### src/clr_pkg.sv
// ----------------------------------------------------------------------------
// clr_pkg
// Widths, codes and shared types of the clipped line rasterizer.
// ----------------------------------------------------------------------------
`timescale 1ns / 1ps
`default_nettype none

package clr_pkg;

	localparam int COORD_BITS = 16;
	localparam int DIM_MAX    = 16384;
	localparam int DIM_BITS   = $clog2(DIM_MAX) + 1;
	localparam int DELTA_BITS = COORD_BITS + 1;
	localparam int ERR_BITS   = COORD_BITS + 3;
	localparam int COLOR_BITS = 32;
	localparam int INDEX_BITS = 28;

	localparam int IN_FIELD_BITS  = 4 * COORD_BITS + COLOR_BITS;
	localparam int IN_DATA_BITS   = ((IN_FIELD_BITS + 7) / 8) * 8;
	localparam int OUT_FIELD_BITS = 2 * COORD_BITS + INDEX_BITS + COLOR_BITS;
	localparam int OUT_DATA_BITS  = ((OUT_FIELD_BITS + 7) / 8) * 8;

	localparam int CMP_BITS = COORD_BITS + DIM_BITS;
	localparam int MUL_BITS = (COORD_BITS + DIM_BITS > INDEX_BITS) ?
		(COORD_BITS + DIM_BITS) : INDEX_BITS;

	localparam int CFG_IDX_BITS = 2;

	// power of two, pointers wrap naturally
	localparam int QUEUE_DEPTH = 4;
	localparam int QPTR_BITS   = $clog2(QUEUE_DEPTH);
	localparam int QCNT_BITS   = QPTR_BITS + 1;

	localparam logic [DIM_BITS-1:0] WIDTH_RST  = DIM_BITS'(1024);
	localparam logic [DIM_BITS-1:0] HEIGHT_RST = DIM_BITS'(768);
	localparam logic [DIM_BITS-1:0] PITCH_RST  = DIM_BITS'(1024);

	typedef enum logic [CFG_IDX_BITS-1:0] {
		REG_WIDTH   = 2'd0,
		REG_HEIGHT  = 2'd1,
		REG_PITCH   = 2'd2,
		REG_SURFACE = 2'd3
	} reg_idx_t;

	typedef enum logic {
		CMD_LOAD = 1'b0,
		CMD_STEP = 1'b1
	} cmd_kind_t;

	typedef struct packed {
		logic [DIM_BITS-1:0] width;
		logic [DIM_BITS-1:0] height;
		logic [DIM_BITS-1:0] pitch;
		logic                surface;
	} cfg_t;

	typedef struct packed {
		cmd_kind_t              kind;
		logic [COORD_BITS-1:0]  x0;
		logic [COORD_BITS-1:0]  y0;
		logic [COORD_BITS-1:0]  x1;
		logic [COORD_BITS-1:0]  y1;
		logic [DELTA_BITS-1:0]  dx;
		logic [DELTA_BITS-1:0]  ndy;
		logic                   sxn;
		logic                   syn;
		logic [ERR_BITS-1:0]    err;
		logic [COLOR_BITS-1:0]  color;
	} cmd_t;

	typedef struct packed {
		logic [COORD_BITS-1:0] x;
		logic [COORD_BITS-1:0] y;
		logic                  vis;
		logic [COLOR_BITS-1:0] color;
		logic                  last;
	} pix_t;

endpackage

`default_nettype wire

### src/clr_front.sv
// ----------------------------------------------------------------------------
// clr_front
// Input side: decodes a beat into a command and does the line setup.
// ----------------------------------------------------------------------------
`timescale 1ns / 1ps
`default_nettype none

module clr_front (
	input  wire logic                              s_tvalid,
	output logic                                   s_tready,
	input  wire logic [clr_pkg::IN_DATA_BITS-1:0]  s_tdata,
	input  wire logic                              s_tuser,
	input  wire logic                              q_full,
	output logic                                   q_push,
	output clr_pkg::cmd_t                          q_cmd
);

	localparam int C = clr_pkg::COORD_BITS;
	localparam int D = clr_pkg::DELTA_BITS;
	localparam int E = clr_pkg::ERR_BITS;

	logic [C-1:0] x0, y0, x1, y1;
	logic [D-1:0] dxs, dys, dx, ady, ndy;

	assign x0 = s_tdata[0*C +: C];
	assign y0 = s_tdata[1*C +: C];
	assign x1 = s_tdata[2*C +: C];
	assign y1 = s_tdata[3*C +: C];

	assign dxs = {x1[C-1], x1} - {x0[C-1], x0};
	assign dys = {y1[C-1], y1} - {y0[C-1], y0};
	assign dx  = dxs[D-1] ? (D'(0) - dxs) : dxs;
	assign ady = dys[D-1] ? (D'(0) - dys) : dys;
	assign ndy = D'(0) - ady;

	assign s_tready = !q_full;
	assign q_push   = s_tvalid && !q_full;

	always_comb begin
		q_cmd.kind  = clr_pkg::cmd_kind_t'(s_tuser);
		q_cmd.x0    = x0;
		q_cmd.y0    = y0;
		q_cmd.x1    = x1;
		q_cmd.y1    = y1;
		q_cmd.dx    = dx;
		q_cmd.ndy   = ndy;
		q_cmd.sxn   = !($signed(x0) < $signed(x1));
		q_cmd.syn   = !($signed(y0) < $signed(y1));
		q_cmd.err   = {{(E-D){1'b0}}, dx} + {{(E-D){ndy[D-1]}}, ndy};
		q_cmd.color = s_tdata[4*C +: clr_pkg::COLOR_BITS];
	end

endmodule

`default_nettype wire

### src/clr_queue.sv
// ----------------------------------------------------------------------------
// clr_queue
// Short command queue between the front and back parts.
// ----------------------------------------------------------------------------
`timescale 1ns / 1ps
`default_nettype none

module clr_queue (
	input  wire logic    clk,
	input  wire logic    arst_n,
	input  wire logic    push,
	input  wire clr_pkg::cmd_t wr_cmd,
	output logic         full,
	output logic         head_valid,
	output clr_pkg::cmd_t head_cmd,
	input  wire logic    pop
);

	localparam int PB = clr_pkg::QPTR_BITS;
	localparam int CB = clr_pkg::QCNT_BITS;

	clr_pkg::cmd_t mem_q [clr_pkg::QUEUE_DEPTH];
	logic [PB-1:0] wr_ptr_q, rd_ptr_q;
	logic [CB-1:0] count_q;

	assign full       = (count_q == CB'(clr_pkg::QUEUE_DEPTH));
	assign head_valid = (count_q != CB'(0));
	assign head_cmd   = mem_q[rd_ptr_q];

	always_ff @(posedge clk) begin
		if (push) begin
			mem_q[wr_ptr_q] <= wr_cmd;
		end
	end

	always_ff @(posedge clk or negedge arst_n) begin
		if (!arst_n) begin
			wr_ptr_q <= '0;
			rd_ptr_q <= '0;
			count_q  <= '0;
		end else begin
			if (push) begin
				wr_ptr_q <= wr_ptr_q + PB'(1);
			end
			if (pop) begin
				rd_ptr_q <= rd_ptr_q + PB'(1);
			end
			unique case ({push, pop})
				2'b10: count_q <= count_q + CB'(1);
				2'b01: count_q <= count_q - CB'(1);
				2'b00: count_q <= count_q;
				2'b11: count_q <= count_q;
			endcase
		end
	end

endmodule

`default_nettype wire

### src/clr_back.sv
// ----------------------------------------------------------------------------
// clr_back
// Bresenham stepper: runs commands from the queue, one pixel per active step.
// ----------------------------------------------------------------------------
`timescale 1ns / 1ps
`default_nettype none

module clr_back (
	input  wire logic     clk,
	input  wire logic     arst_n,
	input  wire clr_pkg::cfg_t cfg,
	input  wire logic     head_valid,
	input  wire clr_pkg::cmd_t head_cmd,
	output logic          pop,
	input  wire logic     px_ready,
	output logic          px_valid_s1,
	output clr_pkg::pix_t px_s1
);

	localparam int C = clr_pkg::COORD_BITS;
	localparam int D = clr_pkg::DELTA_BITS;
	localparam int E = clr_pkg::ERR_BITS;
	localparam int M = clr_pkg::CMP_BITS;

	logic [C-1:0]                  cur_x_q, cur_y_q, end_x_q, end_y_q;
	logic [D-1:0]                  dx_q, ndy_q;
	logic                          sxn_q, syn_q;
	logic [E-1:0]                  err_q;
	logic [clr_pkg::COLOR_BITS-1:0] color_q;
	logic                          active_q;

	logic         adv, emit, fin, vis, step_x, step_y;
	logic [E:0]   e2, ndy_ext, dx_ext;
	logic [E-1:0] err_next;

	assign adv  = !px_valid_s1 || px_ready;
	assign pop  = head_valid && adv;
	assign emit = pop && (head_cmd.kind == clr_pkg::CMD_STEP) && active_q;
	assign fin  = (cur_x_q == end_x_q) && (cur_y_q == end_y_q);

	assign vis = cfg.surface && !cur_x_q[C-1] && !cur_y_q[C-1] &&
		({{(M-C){1'b0}}, cur_x_q} < {{(M-clr_pkg::DIM_BITS){1'b0}}, cfg.width}) &&
		({{(M-C){1'b0}}, cur_y_q} < {{(M-clr_pkg::DIM_BITS){1'b0}}, cfg.height});

	assign e2      = {err_q, 1'b0};
	assign ndy_ext = {{(E+1-D){ndy_q[D-1]}}, ndy_q};
	assign dx_ext  = {{(E+1-D){1'b0}}, dx_q};
	assign step_x  = $signed(e2) >= $signed(ndy_ext);
	assign step_y  = $signed(e2) <= $signed(dx_ext);
	assign err_next = err_q + (step_x ? ndy_ext[E-1:0] : E'(0))
		+ (step_y ? dx_ext[E-1:0] : E'(0));

	always_ff @(posedge clk or negedge arst_n) begin
		if (!arst_n) begin
			active_q    <= 1'b0;
			px_valid_s1 <= 1'b0;
		end else begin
			if (pop) begin
				if (head_cmd.kind == clr_pkg::CMD_LOAD) begin
					active_q <= 1'b1;
				end else if (active_q && fin) begin
					active_q <= 1'b0;
				end
			end
			if (adv) begin
				px_valid_s1 <= emit;
			end
		end
	end

	always_ff @(posedge clk) begin
		if (pop && head_cmd.kind == clr_pkg::CMD_LOAD) begin
			cur_x_q <= head_cmd.x0;
			cur_y_q <= head_cmd.y0;
			end_x_q <= head_cmd.x1;
			end_y_q <= head_cmd.y1;
			dx_q    <= head_cmd.dx;
			ndy_q   <= head_cmd.ndy;
			sxn_q   <= head_cmd.sxn;
			syn_q   <= head_cmd.syn;
			err_q   <= head_cmd.err;
			color_q <= head_cmd.color;
		end else if (emit && !fin) begin
			err_q <= err_next;
			if (step_x) begin
				cur_x_q <= sxn_q ? (cur_x_q - C'(1)) : (cur_x_q + C'(1));
			end
			if (step_y) begin
				cur_y_q <= syn_q ? (cur_y_q - C'(1)) : (cur_y_q + C'(1));
			end
		end
		if (adv) begin
			px_s1.x     <= cur_x_q;
			px_s1.y     <= cur_y_q;
			px_s1.vis   <= vis;
			px_s1.color <= color_q;
			px_s1.last  <= fin;
		end
	end

endmodule

`default_nettype wire

### src/clr_out.sv
// ----------------------------------------------------------------------------
// clr_out
// Linear index multiply and the output register of the pixel stream.
// ----------------------------------------------------------------------------
`timescale 1ns / 1ps
`default_nettype none

module clr_out (
	input  wire logic                              clk,
	input  wire logic                              arst_n,
	input  wire clr_pkg::cfg_t                     cfg,
	input  wire logic                              px_valid_s1,
	input  wire clr_pkg::pix_t                     px_s1,
	output logic                                   px_ready,
	output logic                                   m_tvalid,
	input  wire logic                              m_tready,
	output logic [clr_pkg::OUT_DATA_BITS-1:0]      m_tdata,
	output logic                                   m_tuser,
	output logic                                   m_tlast
);

	localparam int C = clr_pkg::COORD_BITS;
	localparam int M = clr_pkg::MUL_BITS;
	localparam int I = clr_pkg::INDEX_BITS;

	logic [M-1:0]                       prod;
	logic [I-1:0]                       index;
	logic [clr_pkg::OUT_DATA_BITS-1:0]  data_d;

	assign px_ready = !m_tvalid || m_tready;

	assign prod = {{(M-C){1'b0}}, px_s1.y} * {{(M-clr_pkg::DIM_BITS){1'b0}}, cfg.pitch}
		+ {{(M-C){1'b0}}, px_s1.x};
	assign index = px_s1.vis ? prod[I-1:0] : I'(0);

	always_comb begin
		data_d = '0;
		data_d[clr_pkg::OUT_FIELD_BITS-1:0] = {px_s1.color, index, px_s1.y, px_s1.x};
	end

	always_ff @(posedge clk or negedge arst_n) begin
		if (!arst_n) begin
			m_tvalid <= 1'b0;
		end else if (px_ready) begin
			m_tvalid <= px_valid_s1;
		end
	end

	always_ff @(posedge clk) begin
		if (px_ready && px_valid_s1) begin
			m_tdata <= data_d;
			m_tuser <= px_s1.vis;
			m_tlast <= px_s1.last;
		end
	end

endmodule

`default_nettype wire

### src/clipped_line_rasterizer.sv
// ----------------------------------------------------------------------------
// clipped_line_rasterizer
// Bresenham line rasterizer with per-pixel screen clipping.
// ----------------------------------------------------------------------------
//   Input beats on s_*: tuser is the opcode (0 load a line, 1 step), tdata the
//   endpoints and color. A load sets up the line and yields no output beat;
//   each step while a line is active yields one pixel beat on m_*, a step
//   while idle yields nothing. The pixel at the end point carries tlast and
//   ends the line.
//   Config writes (cfg_we, cfg_index, cfg_wdata) take effect at once and must be
//   made only while the block is idle; the block itself does not enforce this.
//   Throughput: one beat per cycle on both sides while the receiver does not
//   stall, set by the Bresenham update in the stepper. A step beat passes
//   through the command queue, the stepper stage and the index multiply into
//   the output register.
//   A four-entry command queue decouples the input from the stepper; when the
//   receiver stalls, the output register holds, the stepper halts, and input
//   is taken until the queue is full.
//   Reset empties queue and output, drops any line, restores 1024 x 768,
//   pitch 1024, surface present.
// ----------------------------------------------------------------------------
`timescale 1ns / 1ps
`default_nettype none

module clipped_line_rasterizer (
	input  wire logic                                clk,
	input  wire logic                                arst_n,
	input  wire logic                                cfg_we,
	input  wire logic [clr_pkg::CFG_IDX_BITS-1:0]    cfg_index,
	input  wire logic [clr_pkg::DIM_BITS-1:0]        cfg_wdata,
	input  wire logic                                s_tvalid,
	output logic                                     s_tready,
	// x_start, y_start, x_end, y_end, line_color
	input  wire logic [clr_pkg::IN_DATA_BITS-1:0]    s_tdata,
	// opcode
	input  wire logic                                s_tuser,
	output logic                                     m_tvalid,
	input  wire logic                                m_tready,
	// pixel_x, pixel_y, word_index, pixel_color
	output logic [clr_pkg::OUT_DATA_BITS-1:0]        m_tdata,
	// visible
	output logic                                     m_tuser,
	output logic                                     m_tlast
);

	clr_pkg::cfg_t cfg_q;
	clr_pkg::cmd_t q_cmd, head_cmd;
	clr_pkg::pix_t px_s1;
	logic          q_push, q_full, head_valid, pop, px_ready, px_valid_s1;

	always_ff @(posedge clk or negedge arst_n) begin
		if (!arst_n) begin
			cfg_q.width   <= clr_pkg::WIDTH_RST;
			cfg_q.height  <= clr_pkg::HEIGHT_RST;
			cfg_q.pitch   <= clr_pkg::PITCH_RST;
			cfg_q.surface <= 1'b1;
		end else if (cfg_we) begin
			unique case (clr_pkg::reg_idx_t'(cfg_index))
				clr_pkg::REG_WIDTH:   cfg_q.width   <= cfg_wdata;
				clr_pkg::REG_HEIGHT:  cfg_q.height  <= cfg_wdata;
				clr_pkg::REG_PITCH:   cfg_q.pitch   <= cfg_wdata;
				clr_pkg::REG_SURFACE: cfg_q.surface <= cfg_wdata[0];
			endcase
		end
	end

	clr_front u_front (
		.s_tvalid (s_tvalid),
		.s_tready (s_tready),
		.s_tdata  (s_tdata),
		.s_tuser  (s_tuser),
		.q_full   (q_full),
		.q_push   (q_push),
		.q_cmd    (q_cmd)
	);

	clr_queue u_queue (
		.clk        (clk),
		.arst_n     (arst_n),
		.push       (q_push),
		.wr_cmd     (q_cmd),
		.full       (q_full),
		.head_valid (head_valid),
		.head_cmd   (head_cmd),
		.pop        (pop)
	);

	clr_back u_back (
		.clk         (clk),
		.arst_n      (arst_n),
		.cfg         (cfg_q),
		.head_valid  (head_valid),
		.head_cmd    (head_cmd),
		.pop         (pop),
		.px_ready    (px_ready),
		.px_valid_s1 (px_valid_s1),
		.px_s1       (px_s1)
	);

	clr_out u_out (
		.clk         (clk),
		.arst_n      (arst_n),
		.cfg         (cfg_q),
		.px_valid_s1 (px_valid_s1),
		.px_s1       (px_s1),
		.px_ready    (px_ready),
		.m_tvalid    (m_tvalid),
		.m_tready    (m_tready),
		.m_tdata     (m_tdata),
		.m_tuser     (m_tuser),
		.m_tlast     (m_tlast)
	);

endmodule

`default_nettype wire

### config.mk
export PLATFORM = sky130hd
export DESIGN_NAME = clipped_line_rasterizer
export DESIGN_NICKNAME = d
export VERILOG_FILES = /design/src/clr_pkg.sv /design/src/clr_front.sv /design/src/clr_queue.sv /design/src/clr_back.sv /design/src/clr_out.sv /design/src/clipped_line_rasterizer.sv
export SDC_FILE = /design/constraint.sdc
export NUM_CORES = 2
export LEC_CHECK = 0
export BUFFER_PORTS_ARGS = -buffer_cell sky130_fd_sc_hd__buf_2
export CORE_UTILIZATION = 60
export CTS_CLUSTER_DIAMETER = 50
export CTS_CLUSTER_SIZE = 24
export DETAILED_ROUTE_END_ITERATION = 10
export PLACE_DENSITY = 0.78
export SLEW_MARGIN = 20
export SYNTH_ARGS = -nofsm -noshare
export SYNTH_HDL_FRONTEND = slang
export SYNTH_HIERARCHICAL = 1
export SYNTH_SLANG_ARGS = --single-unit
### constraint.sdc
create_clock -name clk -period 8.8 [get_ports clk]
set_input_delay 1.76 -clock clk [delete_from_list [all_inputs] [get_ports clk]]
set_output_delay 1.76 -clock clk [all_outputs]
set_load 0.005 [all_outputs]
==> impl_results.md <==
- Outcome: completed
- CTS max path bufs: 3
- Maxcap violations: 0
- Fin nets: 4,302
- Met3 wire len: 7340 µm
- Gate Count Post-Synth: 3,582
- Share of cells above drive strength 1: 0.185
- Row count: 107
- Hold depth: 0
- Crit-path max FO: 15
- Core area: 85,100 µm²
- Worst-skew pair later-pin latency: 670 ps
- Total Neg Setup Slack: 0 ps
- M1 WL: 44,100 µm
- Via density per instance: 5.85
- Register area: 29,000 µm²
- Final ANT Viol Nets: 0
- Via Count: 28.9k
- First-pass GRT wire length: 170,000 µm
- IO Pins: 219
- Tmin final: 7100 ps
- Top Layer Used: met5
- Fin util: 0.661
- Post-CTS Hold Fix Bufs: 0
- CTS buffer count: 89
- Area of the multi-input gates: 19,800 µm²
- Grt ovf: 0
- Critical Path AT: 7570 ps
- Slowest-stage cell, CP: or4_1
- H-tree Lvls: 3
- Setup Viol. Count Final: 0
- Die height: 295 µm
- Detailed Route Iter0 Violations: 2,559
- Worst Hold Class: flip-flop to flip-flop
- Die W: 295 µm
- Top_reg_cell synth: edfxtp_1
- Clk slew on worst S/H paths: 70 ps
- Register area share after synthesis: 0.563
- Initial antenna violation count: 16
- Clock sink count: 975
- DIE AREA: 87,100 µm²
- CP endpoint kind: flip-flop
- Relative slew slack: 0.304
- Synth Register Bits: 975
- Clk root buf: clkbuf_16
- Drt drc: 0
- Leading cell type in the layout, fill and taps excluded: edfxtp_1
- Post-synth EDFFs: 919
- Largest net degree at the start of global routing: 126
- Port bufs: 214
- Cell area after synthesis: 51,500 µm²
- Critical Path Start Type: primary input
- Final Hold Viols: 0
- Post-DP HPWL: 75,700 µm
- Worst reg2reg path depth: 21
- Tot GR Track Use: 0.260
- Most frequent cells in the layout: edfxtp_1 (919), inv_1 (398), ha_1 (255)
- Post-CTS setup buffers: 0
- Critical Path Max Stage Delay: 540 ps
- Critical path class: primary input to flip-flop
- Fin. max-slew vios: 0
- Number of global-route vias before repair: 29.8k
- Met2 Wirelength: 54,300 µm
- Tcrit/Tclk final: 0.806
- Fillers: 5,968
- RSZ-0062 raised after global routing: false
- Slew @ Worst Pin: 1040 ps
- CP required: 9270 ps
- Avg Inst Size Synth: 14.4 µm²
- Yosys cell types: 104
- Global placement routability congestion: 0.940
- Initial Util: 0.605
- Resized Gates After CTS: 0
- CTS tree: yes
- Layout Skew: 45.2 ps
- Area growth syn-to-layout: 9.21%
- Pre-antenna DRT Iters: 5
- Yosys warns: 6
- Ys async rst share: 0.0574
- Drt wl/cell: 22.2 µm
- Highest clock rate: 141 MHz
- Drt total wl: 110,000 µm
routing by layer:
metal,up-vias,global-route usage
met5,-,0
met4,18,0.0938
met3,221,0.0453
met2,1014,0.439
met1,14600,0.339
li1,13000,-
per-stage QoR:
step / hold slack [ps] / instance area (µm²) / setup WS (ps) / cells
2_1_floorplan: 400 / 51500 / 812 / 3585
3_3_place_gp: 401 / 53000 / 1040 / 4764
3_5_place_dp: 405 / 53000 / 871 / 4764
4_1_cts: 419 / 56300 / 1570 / 4930
5_1_grt: 424 / 56300 / 1330 / 4935
6_report: 417 / 56300 / 1700 / 4938
cells in the mapped netlist, drive strengths merged (25+ instances only):
| cell type | number | area [µm²] |
|---|---|---|
| a21o | 53 | 403 |
| a21oi | 137 | 734 |
| and2 | 142 | 900 |
| buf | 138 | 1040 |
| clkbuf | 60 | 265 |
| dfrtp | 51 | 1280 |
| edfxtp | 919 | 27600 |
| fa | 217 | 4340 |
| ha | 255 | 3190 |
| inv | 399 | 1500 |
| mux2 | 47 | 529 |
| mux4 | 152 | 3420 |
| nand2 | 235 | 882 |
| nand2b | 25 | 156 |
| nand3 | 30 | 150 |
| nor2 | 140 | 526 |
| nor3 | 48 | 245 |
| o21ai | 78 | 405 |
| xnor2 | 122 | 1080 |
| xor2 | 56 | 490 |
worst paths after layout:
path	from	to	slack [ps]
setup / recovery	s_tdata[20]	u_queue/mem_q[1][48]	1700
hold / removal	u_back/px_s1[22]	u_out/m_tdata[81]	420
setup reg to reg	u_back/px_s1[44]	u_out/m_tdata[57]	1910
hold reg to reg	u_back/px_s1[22]	u_out/m_tdata[81]	420
max in group asynchronous	arst_n	u_queue/rd_ptr_q[1]	6950
min in group asynchronous	arst_n	cfg_q[31]	1260
final cells by class:
type                    instances  share of cell area
clock buffers                  92              0.0403
diodes                          8            0.000356
clock inverters                74              0.0175
inverters                     399              0.0267
flip-flops and latches        975               0.515
multi-input cells            2013               0.351
well taps                    1144              0.0254
repair buffers                233              0.0229
critical path, delay by kind of cell:
family / cells / cell delay (ps)
AOI/OAI and AO/OA: 9 / 1940
xor gates and xnor gates: 2 / 500
adders and majority gates: 2 / 770
buffers and inverters: 2 / 170
and+or+nand+nor: 10 / 2430
cells by family after synthesis:
logic type	synth area share
flip-flops	0.563
AND/OR/NAND/NOR	0.0729
buffers and inverters	0.0544
adder cells (fa/ha/maj)	0.146
AO/OA/AOI/OAI	0.0556
multiplexers	0.0777
XOR/XNOR	0.0304
other	0.0000728
registers in the layout (all words and copies together) (netlist names), 17 cells and up:
signal	flops
u_back/ndy_q	17
cfg_q	46
u_queue/mem_q	608
u_back/px_s1	66
u_back/color_q	32
u_back/err_q	19
u_out/m_tdata	92
u_back/dx_q	17
Power is left out: the tool's default activity adds up to more than one toggle a clock period on the data nets, which glitch-free logic cannot reach.
